**src/rtl/lol_pkg.sv**
```systemverilog
// Shared types and codes for the lease ownership lock.
// Used by the front, queue, back and top level files; no dependencies.
`default_nettype none
package lol_pkg;

    localparam int IdPortW = 16;
    localparam int TimeW   = 32;

    // item kinds
    localparam logic [1:0] OP_CLAIM     = 2'd0;
    localparam logic [1:0] OP_RELEASE   = 2'd1;
    localparam logic [1:0] OP_HEARTBEAT = 2'd2;
    localparam logic [1:0] OP_TICK      = 2'd3;

    // response status codes
    localparam logic [1:0] ST_OK         = 2'd0;
    localparam logic [1:0] ST_BAD_TARGET = 2'd1;
    localparam logic [1:0] ST_TAKEN      = 2'd2;
    localparam logic [1:0] ST_NOT_OWNER  = 2'd3;

    localparam logic [15:0] HB_TAG = 16'd0;

    // classified command handed from the front to the back
    typedef struct packed {
        logic [1:0]         op;
        logic               on_target;
        logic [IdPortW-1:0] ctrl;      // masked to the ID width
        logic [15:0]        tag;       // heartbeat tag already applied
        logic [TimeW-1:0]   lease;
        logic [TimeW-1:0]   now;
    } t_cmd;

endpackage
`default_nettype wire

```
**src/rtl/lease_ownership_lock.sv**
```systemverilog
// Top level of the lease ownership lock: front, command queue and back.
// Depends on lol_pkg, lol_front, lol_queue and lol_back.
//
//  channel   direction  handshake                     payload
//  s_axis    in         s_axis_tvalid/s_axis_tready   tuser op, tdata request fields
//  m_axis    out        m_axis_tvalid/m_axis_tready   tuser status, tdata response fields
//  cfg       in         i_cfg_we                      i_cfg_wdata own node ID
//
// One beat per cycle in and out while neither side stalls; a request is written to the queue
// when it is taken and reaches the output register when the back pops it (execute against the lock).
// The lock state update is one 32-bit add and a compare in the back stage.
// Reset is synchronous and active low; it frees the lock and clears the node ID.
// A stalled output holds its beat while the two-entry queue keeps taking requests;
// s_axis_tready drops only when the queue is full. Ticks retire without an output.
`default_nettype none
module lease_ownership_lock #(
    parameter int ID_WIDTH = 16
) (
    input  wire logic          i_clk,
    input  wire logic          i_rst_n,
    input  wire logic          i_cfg_we,
    input  wire logic [15:0]   i_cfg_wdata,
    input  wire logic          s_axis_tvalid,
    output logic               s_axis_tready,
    // tdata: target_node[15:0], requester_id[31:16], request_tag[47:32],
    //        lease_len_ms[79:48], now_ms[111:80]
    input  wire logic [111:0]  s_axis_tdata,
    // tuser: op[1:0]
    input  wire logic [1:0]    s_axis_tuser,
    output logic               m_axis_tvalid,
    input  wire logic          m_axis_tready,
    // tdata: resp_tag[15:0], resp_node[31:16], resp_controller[47:32],
    //        resp_lease_ms[79:48], expires_at_ms[111:80]
    output logic [111:0]       m_axis_tdata,
    // tuser: status[1:0]
    output logic [1:0]         m_axis_tuser
);

    // IDs narrower than the 16-bit port fields drop their upper bits
    localparam int IdW = (ID_WIDTH < lol_pkg::IdPortW) ? ID_WIDTH : lol_pkg::IdPortW;

    lol_pkg::t_cmd front_cmd;
    lol_pkg::t_cmd head_cmd;
    logic [15:0]   node_id;
    logic          q_full;
    logic          q_valid;
    logic          q_pop;

    assign s_axis_tready = !q_full;

    lol_front #(.ID_W(IdW)) u_front (
        .i_clk       (i_clk),
        .i_rst_n     (i_rst_n),
        .i_cfg_we    (i_cfg_we),
        .i_cfg_wdata (i_cfg_wdata),
        .i_op        (s_axis_tuser),
        .i_target    (s_axis_tdata[15:0]),
        .i_requester (s_axis_tdata[31:16]),
        .i_tag       (s_axis_tdata[47:32]),
        .i_lease     (s_axis_tdata[79:48]),
        .i_now       (s_axis_tdata[111:80]),
        .o_cmd       (front_cmd),
        .o_node      (node_id)
    );

    // decouple classification from execution so either side can stall
    lol_queue u_queue (
        .i_clk   (i_clk),
        .i_rst_n (i_rst_n),
        .i_push  (s_axis_tvalid && s_axis_tready),
        .i_cmd   (front_cmd),
        .o_full  (q_full),
        .i_pop   (q_pop),
        .o_valid (q_valid),
        .o_cmd   (head_cmd)
    );

    lol_back #(.ID_W(IdW)) u_back (
        .i_clk    (i_clk),
        .i_rst_n  (i_rst_n),
        .i_valid  (q_valid),
        .i_cmd    (head_cmd),
        .i_node   (node_id),
        .o_pop    (q_pop),
        .o_valid  (m_axis_tvalid),
        .i_ready  (m_axis_tready),
        .o_tag    (m_axis_tdata[15:0]),
        .o_node   (m_axis_tdata[31:16]),
        .o_ctrl   (m_axis_tdata[47:32]),
        .o_status (m_axis_tuser),
        .o_lease  (m_axis_tdata[79:48]),
        .o_expiry (m_axis_tdata[111:80])
    );

endmodule
`default_nettype wire

```
**src/rtl/lol_front.sv**
```systemverilog
// Front end: holds the node ID register and classifies incoming requests.
// Depends on lol_pkg for the command struct and op codes.
`default_nettype none
module lol_front #(
    parameter int ID_W = 16
) (
    input  wire logic                           i_clk,
    input  wire logic                           i_rst_n,
    input  wire logic                           i_cfg_we,
    input  wire logic [lol_pkg::IdPortW-1:0]    i_cfg_wdata,
    input  wire logic [1:0]                     i_op,
    input  wire logic [lol_pkg::IdPortW-1:0]    i_target,
    input  wire logic [lol_pkg::IdPortW-1:0]    i_requester,
    input  wire logic [15:0]                    i_tag,
    input  wire logic [lol_pkg::TimeW-1:0]      i_lease,
    input  wire logic [lol_pkg::TimeW-1:0]      i_now,
    output lol_pkg::t_cmd                       o_cmd,
    output logic [lol_pkg::IdPortW-1:0]         o_node
);

    localparam logic [lol_pkg::IdPortW-1:0] IdMask =
        lol_pkg::IdPortW'((17'd1 << ID_W) - 17'd1);

    logic [ID_W-1:0] r_node;

    always_ff @(posedge i_clk) begin
        if (!i_rst_n) begin
            r_node <= '0;
        end else if (i_cfg_we) begin
            r_node <= i_cfg_wdata[ID_W-1:0];
        end
    end

    assign o_node = lol_pkg::IdPortW'(r_node);

    always_comb begin
        o_cmd.op        = i_op;
        o_cmd.on_target = (i_target[ID_W-1:0] == r_node);
        o_cmd.ctrl      = i_requester & IdMask;
        o_cmd.tag       = (i_op == lol_pkg::OP_HEARTBEAT) ? lol_pkg::HB_TAG : i_tag;
        o_cmd.lease     = i_lease;
        o_cmd.now       = i_now;
    end

endmodule
`default_nettype wire

```
**src/rtl/lol_queue.sv**
```systemverilog
// Two-entry command queue between front and back; push and pop may share a cycle.
// Depends on lol_pkg for the command struct.
`default_nettype none
module lol_queue (
    input  wire logic    i_clk,
    input  wire logic    i_rst_n,
    input  wire logic    i_push,
    input  wire lol_pkg::t_cmd i_cmd,
    output logic         o_full,
    input  wire logic    i_pop,
    output logic         o_valid,
    output lol_pkg::t_cmd o_cmd
);

    lol_pkg::t_cmd r_mem [2];
    logic          r_wr_ptr;
    logic          r_rd_ptr;
    logic [1:0]    r_count;

    assign o_full  = (r_count == 2'd2);
    assign o_valid = (r_count != 2'd0);
    assign o_cmd   = r_mem[r_rd_ptr];

    always_ff @(posedge i_clk) begin
        if (i_push) begin
            r_mem[r_wr_ptr] <= i_cmd;
        end
    end

    always_ff @(posedge i_clk) begin
        if (!i_rst_n) begin
            r_wr_ptr <= 1'b0;
            r_rd_ptr <= 1'b0;
            r_count  <= 2'd0;
        end else begin
            if (i_push) r_wr_ptr <= ~r_wr_ptr;
            if (i_pop)  r_rd_ptr <= ~r_rd_ptr;
            case ({i_push, i_pop})
                2'b10:   r_count <= r_count + 2'd1;
                2'b01:   r_count <= r_count - 2'd1;
                default: r_count <= r_count;
            endcase
        end
    end

endmodule
`default_nettype wire

```
**src/rtl/lol_back.sv**
```systemverilog
// Back end: lock state, request execution and the registered response beat.
// Depends on lol_pkg for the command struct, op and status codes.
`default_nettype none
module lol_back #(
    parameter int ID_W = 16
) (
    input  wire logic                         i_clk,
    input  wire logic                         i_rst_n,
    input  wire logic                         i_valid,
    input  wire lol_pkg::t_cmd                i_cmd,
    input  wire logic [lol_pkg::IdPortW-1:0]  i_node,
    output logic                              o_pop,
    output logic                              o_valid,
    input  wire logic                         i_ready,
    output logic [15:0]                       o_tag,
    output logic [lol_pkg::IdPortW-1:0]       o_node,
    output logic [lol_pkg::IdPortW-1:0]       o_ctrl,
    output logic [1:0]                        o_status,
    output logic [lol_pkg::TimeW-1:0]         o_lease,
    output logic [lol_pkg::TimeW-1:0]         o_expiry
);

    logic                        r_held;
    logic [ID_W-1:0]             r_owner;
    logic [lol_pkg::TimeW-1:0]   r_lease;
    logic [lol_pkg::TimeW-1:0]   r_expiry;
    logic                        r_out_valid;

    logic                        n_held;
    logic [ID_W-1:0]             n_owner;
    logic [lol_pkg::TimeW-1:0]   n_lease;
    logic [lol_pkg::TimeW-1:0]   n_expiry;
    logic [1:0]                  status;
    logic [lol_pkg::TimeW-1:0]   add_len;
    logic [lol_pkg::TimeW-1:0]   sum;
    logic                        is_tick;
    logic                        same_owner;

    assign is_tick    = (i_cmd.op == lol_pkg::OP_TICK);
    assign same_owner = (r_owner == i_cmd.ctrl[ID_W-1:0]);
    // ticks retire without touching the output slot
    assign o_pop      = i_valid && (is_tick || !r_out_valid || i_ready);

    assign add_len = (i_cmd.op == lol_pkg::OP_CLAIM) ? i_cmd.lease : r_lease;
    assign sum     = i_cmd.now + add_len;

    always_comb begin
        n_held   = r_held;
        n_owner  = r_owner;
        n_lease  = r_lease;
        n_expiry = r_expiry;
        status   = lol_pkg::ST_OK;
        case (i_cmd.op)
            lol_pkg::OP_CLAIM: begin
                if (!i_cmd.on_target || i_cmd.ctrl == '0) begin
                    status = lol_pkg::ST_BAD_TARGET;
                end else if (!r_held || same_owner) begin
                    n_held   = 1'b1;
                    n_owner  = i_cmd.ctrl[ID_W-1:0];
                    n_lease  = i_cmd.lease;
                    n_expiry = sum;
                end else begin
                    status = lol_pkg::ST_TAKEN;
                end
            end
            lol_pkg::OP_RELEASE: begin
                if (!i_cmd.on_target) begin
                    status = lol_pkg::ST_BAD_TARGET;
                end else if (!(r_held && same_owner)) begin
                    status = lol_pkg::ST_NOT_OWNER;
                end else begin
                    n_held   = 1'b0;
                    n_owner  = '0;
                    n_expiry = '0;
                end
            end
            lol_pkg::OP_HEARTBEAT: begin
                if (!i_cmd.on_target) begin
                    status = lol_pkg::ST_BAD_TARGET;
                end else if (!(r_held && same_owner)) begin
                    status = lol_pkg::ST_NOT_OWNER;
                end else begin
                    n_expiry = sum;
                end
            end
            default: begin
                // plain unsigned compare, no wrap handling
                if (r_held && i_cmd.now > r_expiry) begin
                    n_held   = 1'b0;
                    n_owner  = '0;
                    n_expiry = '0;
                end
            end
        endcase
    end

    always_ff @(posedge i_clk) begin
        if (!i_rst_n) begin
            r_held      <= 1'b0;
            r_owner     <= '0;
            r_lease     <= '0;
            r_expiry    <= '0;
            r_out_valid <= 1'b0;
        end else begin
            if (o_pop) begin
                r_held   <= n_held;
                r_owner  <= n_owner;
                r_lease  <= n_lease;
                r_expiry <= n_expiry;
            end
            if (o_pop && !is_tick) begin
                r_out_valid <= 1'b1;
            end else if (i_ready) begin
                r_out_valid <= 1'b0;
            end
        end
    end

    always_ff @(posedge i_clk) begin
        if (o_pop && !is_tick) begin
            o_tag    <= i_cmd.tag;
            o_node   <= i_node;
            o_ctrl   <= i_cmd.ctrl;
            o_status <= status;
            o_lease  <= n_lease;
            o_expiry <= (status == lol_pkg::ST_OK) ? n_expiry : i_cmd.now;
        end
    end

    assign o_valid = r_out_valid;

    // a held lock always has a non-empty owner
    a_held_owner: assert property (@(posedge i_clk) disable iff (!i_rst_n)
        r_held |-> r_owner != '0)
        else $error("held lock with empty owner");

    // a free lock carries no owner and no expiry
    a_free_clear: assert property (@(posedge i_clk) disable iff (!i_rst_n)
        !r_held |-> (r_owner == '0 && r_expiry == '0))
        else $error("free lock keeps owner or expiry");

    // a tick does not disturb a pending response beat
    a_no_tick_beat: assert property (@(posedge i_clk) disable iff (!i_rst_n)
        (o_pop && is_tick && r_out_valid && !i_ready) |=> r_out_valid)
        else $error("tick disturbed a pending response");

    a_beat_source: assert property (@(posedge i_clk) disable iff (!i_rst_n)
        (!r_out_valid && !(o_pop && !is_tick)) |=> !r_out_valid)
        else $error("response beat without a request");

endmodule
`default_nettype wire
```
**config.mk**
```make
export PLATFORM = sky130hd
export DESIGN_NAME = lease_ownership_lock
export DESIGN_NICKNAME = d
export VERILOG_FILES = /design/src/rtl/lol_pkg.sv /design/src/rtl/lease_ownership_lock.sv /design/src/rtl/lol_front.sv /design/src/rtl/lol_queue.sv /design/src/rtl/lol_back.sv
export SDC_FILE = /design/constraint.sdc
export NUM_CORES = 1
export LEC_CHECK = 0
export BUFFER_PORTS_ARGS = -buffer_cell sky130_fd_sc_hd__buf_4
export CAP_MARGIN = 15
export CORE_MARGIN = 2
export CORE_UTILIZATION = 36
export CTS_CLUSTER_SIZE = 40
export DETAILED_ROUTE_END_ITERATION = 8
export PLACE_DENSITY = 0.61
export REMOVE_ABC_BUFFERS = 1
export SLEW_MARGIN = 10
export SYNTH_ARGS = -nofsm -noshare
export SYNTH_HDL_FRONTEND = slang
export SYNTH_HIERARCHICAL = 1
export SYNTH_SLANG_ARGS = --single-unit
```
**constraint.sdc**
```tcl
create_clock -name i_clk -period 14.8 [get_ports i_clk]
set_input_delay 0.74 -clock i_clk [delete_from_list [all_inputs] [get_ports i_clk]]
set_output_delay 0.74 -clock i_clk [all_outputs]
set_load 0.01 [all_outputs]
```
; Word-level counts from Yosys, hierarchy flattened
; Memories as Yosys holds them, arrays and structs flattened. A register that Yosys moved wholly into a read port is not among the register bits.
; Cells that the tools add are included.
[op_classes]
n_mux = 38
eq_ne = 13
bitwise_logic = 3
n_addsub = 3
reduce_logical = 23
n_lt_le_gt_ge = 1
[ops]
columns = op, n
row1 = $mux 32, 12
row2 = $mux 16, 6
row3 = $pmux 32 s3, 1
row4 = $pmux 16 s3, 1
row5 = $add 32x32->32, 1
row6 = $eq 16x16->1, 2
row7 = $gt 32x32->1, 1
row8 = $logic_not 16->1, 1
row9 = $mux 1, 11
row10 = $eq 2x2->1 const B, 5
row11 = $mux 2, 4
row12 = $pmux 2 s2, 2
row13 = $reduce_and 7->1, 1
row14 = $reduce_bool 2->1, 3
row15 = $logic_and 1x1->1, 5
row16 = $logic_not 1->1, 5
row17 = $eq 2x1->1 const B, 2
row18 = $logic_not 2->1, 2
row19 = $logic_or 1x1->1, 4
row20 = $ne 2x1->1 const B, 2
row21 = $ne 2x2->1 const B, 2
row22 = $not 1->1, 3
row23 = $pmux 1 s3, 1
row24 = $reduce_bool 3->1, 1
row25 = other kinds (3), 3
[totals]
output_inout_bits = 116
mem_count = 1
mem_bits_rw = 198
elab_cells = 97
ff_bits = 216
[mem_list]
columns = name, depth, width, rd, rd_ports_with_merged_regs, write_ports, line_no
row1 = u_queue.r_mem, 2, 99, 1, 1, 1, lol_queue.sv:15  ; lol_pkg::t_cmd r_mem [2];

; Depth between registers and ports, before layout
[logic_depth]
ltp_word = 7
ltp_mapped = 20

; Cells and area by module
; Netlist, hierarchy kept.
[modules_own_cells]
columns = mod, instances, seq_area_each_um2, cells_per_inst, area_each_um2
row1 = lol_back, 1, 5064.9, 1044, 10944.2
row2 = lol_queue, 1, 6045.8, 330, 7353.3
row3 = lol_front, 1, 320.3, 172, 1514.0
row4 = lease_ownership_lock, 1, 0.0, 2, 10.0

; Worst setup path before layout
; Ideal clock, no wire load.
[synth_timing]
path_type = register to register
from = reg (tool-made name)
to = reg u_back/o_ctrl[0] in the netlist's numbering (enable)
slack_ns = 7.997
t_required_ns = 14.207
stages_incl_launch_ff = 7
period_less_slack_ns = 6.803
arrival_ns = 6.210
path_cell_list = dfxtp_1 buf_6 buf_6 mux2_2 ha_1 clkbuf_1 nor2_1
[synth_lines]
columns = item, line_no
row1 = end signal: assignment, lol_back.sv:123  ; o_ctrl <= i_cmd.ctrl;
row2 = end: declaration, lol_back.sv:17  ; output logic [lol_pkg::IdPortW-1:0] o_ctrl,

==> results.py <==
metrics = {
    "run_status": {
        "status": "complete, no violations",
    },
    "routing": {
        "totalWireLength_um": 49700,
        "drtIter0Drc": 779,
        "wl_per_cell_um": 20.3,
        "drtAntennaViolNets": 0,
        "drc": 0,
        "drtPass1Iterations": 5,
        "via_per_inst": 5.09,
        "num_vias": 12475,
    },
    "clocking": {
        "clk_pin_slew_worst_paths_ns": 0.06,
        "cts_hold_buf": 0,
        "ctsResizeCount": 0,
        "cts-buffers-inserted": 46,
        "cts_tree": "yes",
        "clk_latency_ns": 0.59,
        "cts_root_buffer": "clkbuf_16",
        "clock-sinks": 415,
        "clk_path_buf_depth": 3,
        "cts_setup_buffers": 0,
        "cts_max_level": 2,
    },
    "sta": {
        "setup_tns_ns": 0,
        "layout_min_cycle_time_ns": 5.94,
        "maxSlewViolCount": 0,
        "slew_headroom_pct": 24.1,
        "period_share_pct": 40.1,
        "fmax_mhz": 168,
        "rsz0062_at_grt": "no",
        "tightest_slew_ns": 1.14,
        "hold_violations": 0,
        "fin_worst_skew_ns": 0.0158,
        "setup_viol": 0,
        "hold-worst-slack_ns": 0.331,
    },
    "worst_setup_path": {
        "critPathRequiredTime_ns": 15.33,
        "cpMostUsedCell": "and2_1",
        "path_max_fanout": 59,
        "r2r-end": "u_back/r_expiry[10]",
        "cp.arrival_ns": 6.47,
        "rrSetupSlack_ns": 8.86,
        "worstSetupPathType": "flop to flop",
        "critPathCaptureType": "flop",
        "crit_path_max_incr_delay_ns": 0.94,
        "reg2regPathDepth": 12,
        "cp_slowest_cell": "and2_1",
        "path_cells": "buf_4 -> mux2_2 -> ha_1 -> and2_1 -> a221oi_1 -> o21ai_0 -> nand2_1 -> nand3_1 -> o211ai_1 -> and2_1 -> o21a_1 -> a2bb2o_1",
        "crit_path_end": "u_back/r_expiry[10]",
        "setup.worst_path.start_class": "flop",
    },
    "floorplan": {
        "die_y_um": 239,
        "start_util_pct": 36.2,
        "dieArea_um2": 57000,
        "core_area_um2": 54800,
        "fp.dieW_um": 239,
        "io_pins": 251,
        "row_count": 86,
    },
    "cells_and_area": {
        "stdcell_area_um2": 23300,
        "diodes": 0,
        "syn2layout_area_growth_pct": 17.5,
        "fillers": 5071,
        "drive_gt1_share_pct": 29.6,
        "layout.nets": 1923,
    },
    "logic_synthesis": {
        "postSynthAreaPerCell_um2": 12.8,
        "synthCells": 1548,
        "netlist_area_um2": 19800,
        "synth_top_flop_cell": "edfxtp_1",
        "async_reset_ff_share_pct": 0,
        "ys_seq_area_share_pct": 57.7,
        "synth_edf_count": 312,
        "yosysWarnings": 6,
        "synth_cell_types": 73,
        "ys_seq_elements": 415,
    },
    "grt": {
        "grt_max_degree": 80,
        "track_usage_pct": 17.1,
        "grt-ovfl-total": 0,
        "grt_pass1_wl_um": 74300,
        "antenna_found_initial": 1,
        "grt_pass1_vias": 12488,
    },
    "power": {
        "p_clk_share_pct": 27.3,
        "peakVddDrop_mv": 0.0985,
        "pwr-share-seq_pct": 37.7,
        "swShare_pct": 33.8,
        "p_per_area_nw_per_um2": 189,
        "switchingPower_uw": 1480,
        "power_frac_comb_pct": 35.0,
        "internal_power_uw": 2910,
        "power.leakage_uw": 0.00881,
    },
    "placement": {
        "dpl.hpwl_um": 33100,
        "portBuffers": 250,
        "routabilityCongestion": 0.861,
        "dpl_cell_area_um2": 21700,
    },
    "hold_path": {
        "hold_class": "primary input to flop",
    },
    "job": {
        "drv_cap": 0,
    },
}
[metrics by stage]
| step | setup WS, ns | total power [µW] | cells | utilization, % |
|---|---|---|---|---|
| 6_report | 8.86 | 4390 | 2453 | 42.5 |
| 5_1_grt | 8.51 | 4640 | 2453 | 42.5 |
| 4_1_cts | 8.84 | 4450 | 2453 | 42.5 |
| 3_5_place_dp | 8.87 | 3230 | 2368 | 39.6 |
| 3_3_place_gp | 8.96 | 3210 | 2368 | 39.6 |
| 2_1_floorplan | 5.57 | 2620 | 1402 | - |
[cells in the final DEF (no fill, tap or decap), types with 26 or more instances in the layout]
master / n
dfxtp_1: 102
ha_1: 74
buf_4: 262
xor2_1: 29
o21ai_0: 26
inv_1: 47
clkbuf_16: 47
edfxtp_1: 312
a21o_1: 27
nor2_1: 49
a21boi_0: 37
nand3_1: 33
mux2i_1: 34
nor2b_1: 39
a21oi_1: 49
mux2_2: 163
xnor2_1: 33
and2_1: 44
nand2_1: 126
[area by class of cell]
type / count / area, µm² / area share (%)
sequential: 415 / 11400 / 49.1
multi-input combinational: 940 / 7250 / 31.1
timing repair buffer: 262 / 1970 / 8.45
clock buffer: 58 / 1250 / 5.36
tap: 704 / 881 / 3.78
clock inverter: 27 / 329 / 1.41
inverter: 47 / 176 / 0.758
[metal layers]
layer  vias up  track usage, %  wire length, µm
met5         -               0                0
met4         0            5.74             1260
met1      6133            22.8            22600
met3        81            2.82             2570
met2       337            28.3            23300
li1       5924               -                -
[Yosys cell counts, drive strengths merged (6+ instances only)]
master / number / area [µm²]
and2: 45 / 282
dfxtp: 103 / 2060
mux2: 163 / 1840
a21oi: 49 / 245
mux2i: 34 / 340
a21boi: 38 / 285
nand4: 9 / 56.3
nor3: 9 / 45.0
edfxtp: 312 / 9370
o21ai: 26 / 130
nor2: 53 / 199
a22o: 10 / 87.6
nand2: 127 / 484
nor2b: 39 / 244
xor2: 29 / 254
nor4: 9 / 62.6
a221oi: 11 / 96.3
a22oi: 6 / 45.0
inv: 47 / 176
a21o: 28 / 211
o211ai: 10 / 75.1
buf: 109 / 826
a31oi: 13 / 87.6
a2bb2o: 9 / 90.1
nand3: 33 / 165
ha: 75 / 938
a211oi: 6 / 45.0
clkbuf: 36 / 135
xnor2: 33 / 289
[power by group through the flow]
| stage | clock network [µW] | logic (µW) | registers (µW) |
|---|---|---|---|
| finish | 1200 | 1540 | 1660 |
| global route | 1270 | 1680 | 1680 |
| CTS | 1240 | 1550 | 1660 |
| detailed placement | 0 | 1540 | 1680 |
| global placement | 0 | 1530 | 1680 |
| floorplan | 0 | 850 | 1770 |
[critical path: cells and delay by family (launching register included)]
family,cells,cell delay [ns]
fa+ha+maj,1,0.31
flops,1,0.73
simple gates,4,1.41
mux,1,0.45
compound gates,5,2.00
buf+inv,1,0.88
[worst min path at each step]
stage	startpoint	endpoint	cells after the start
detailed placement	u_front/o_node[11]	u_back/o_node[11]	0
global placement	u_front/o_node[5]	u_back/o_node[5]	0
floorplan	u_back/r_expiry[28]	u_back/r_expiry[28]	1
CTS	s_axis_tdata[89]	u_queue/r_mem[1][9]	1
finish	s_axis_tdata[101]	u_queue/r_mem[1][21]	1
global route	s_axis_tdata[89]	u_queue/r_mem[1][9]	1
[registers in the layout, summed over array words and instances, names as in the netlist, named ones only]
name,flops
u_back/o_tag,16
u_queue/r_mem,198
u_queue/r_rd_ptr,1
u_back/o_ctrl,16
u_back/o_lease,32
u_back/r_owner,16
u_back/r_lease,32
u_back/o_expiry,32
u_back/r_held,1
u_queue/r_count,2
u_back/o_status,2
u_front/o_node,16
u_back/o_node,16
u_queue/r_wr_ptr,1
u_back/r_expiry,32
u_back/o_valid,1
[kinds of logic (layout without fill, tap and decap cells)]
kind of cell               after synthesis  count (layout)  share of synthesized area, %
DFF                                    415             415                          57.7
and+or+nand+nor                        358             358                          9.01
AOI/OAI and AO/OA                      247             247                          8.87
muxes                                  197             197                          11.0
buffers and inverters                  193             394                          5.90
adders and majority gates               76              76                          4.84
xor gates and xnor gates                62              62                          2.74
No activity file was read; power rests on OpenSTA's default activity.
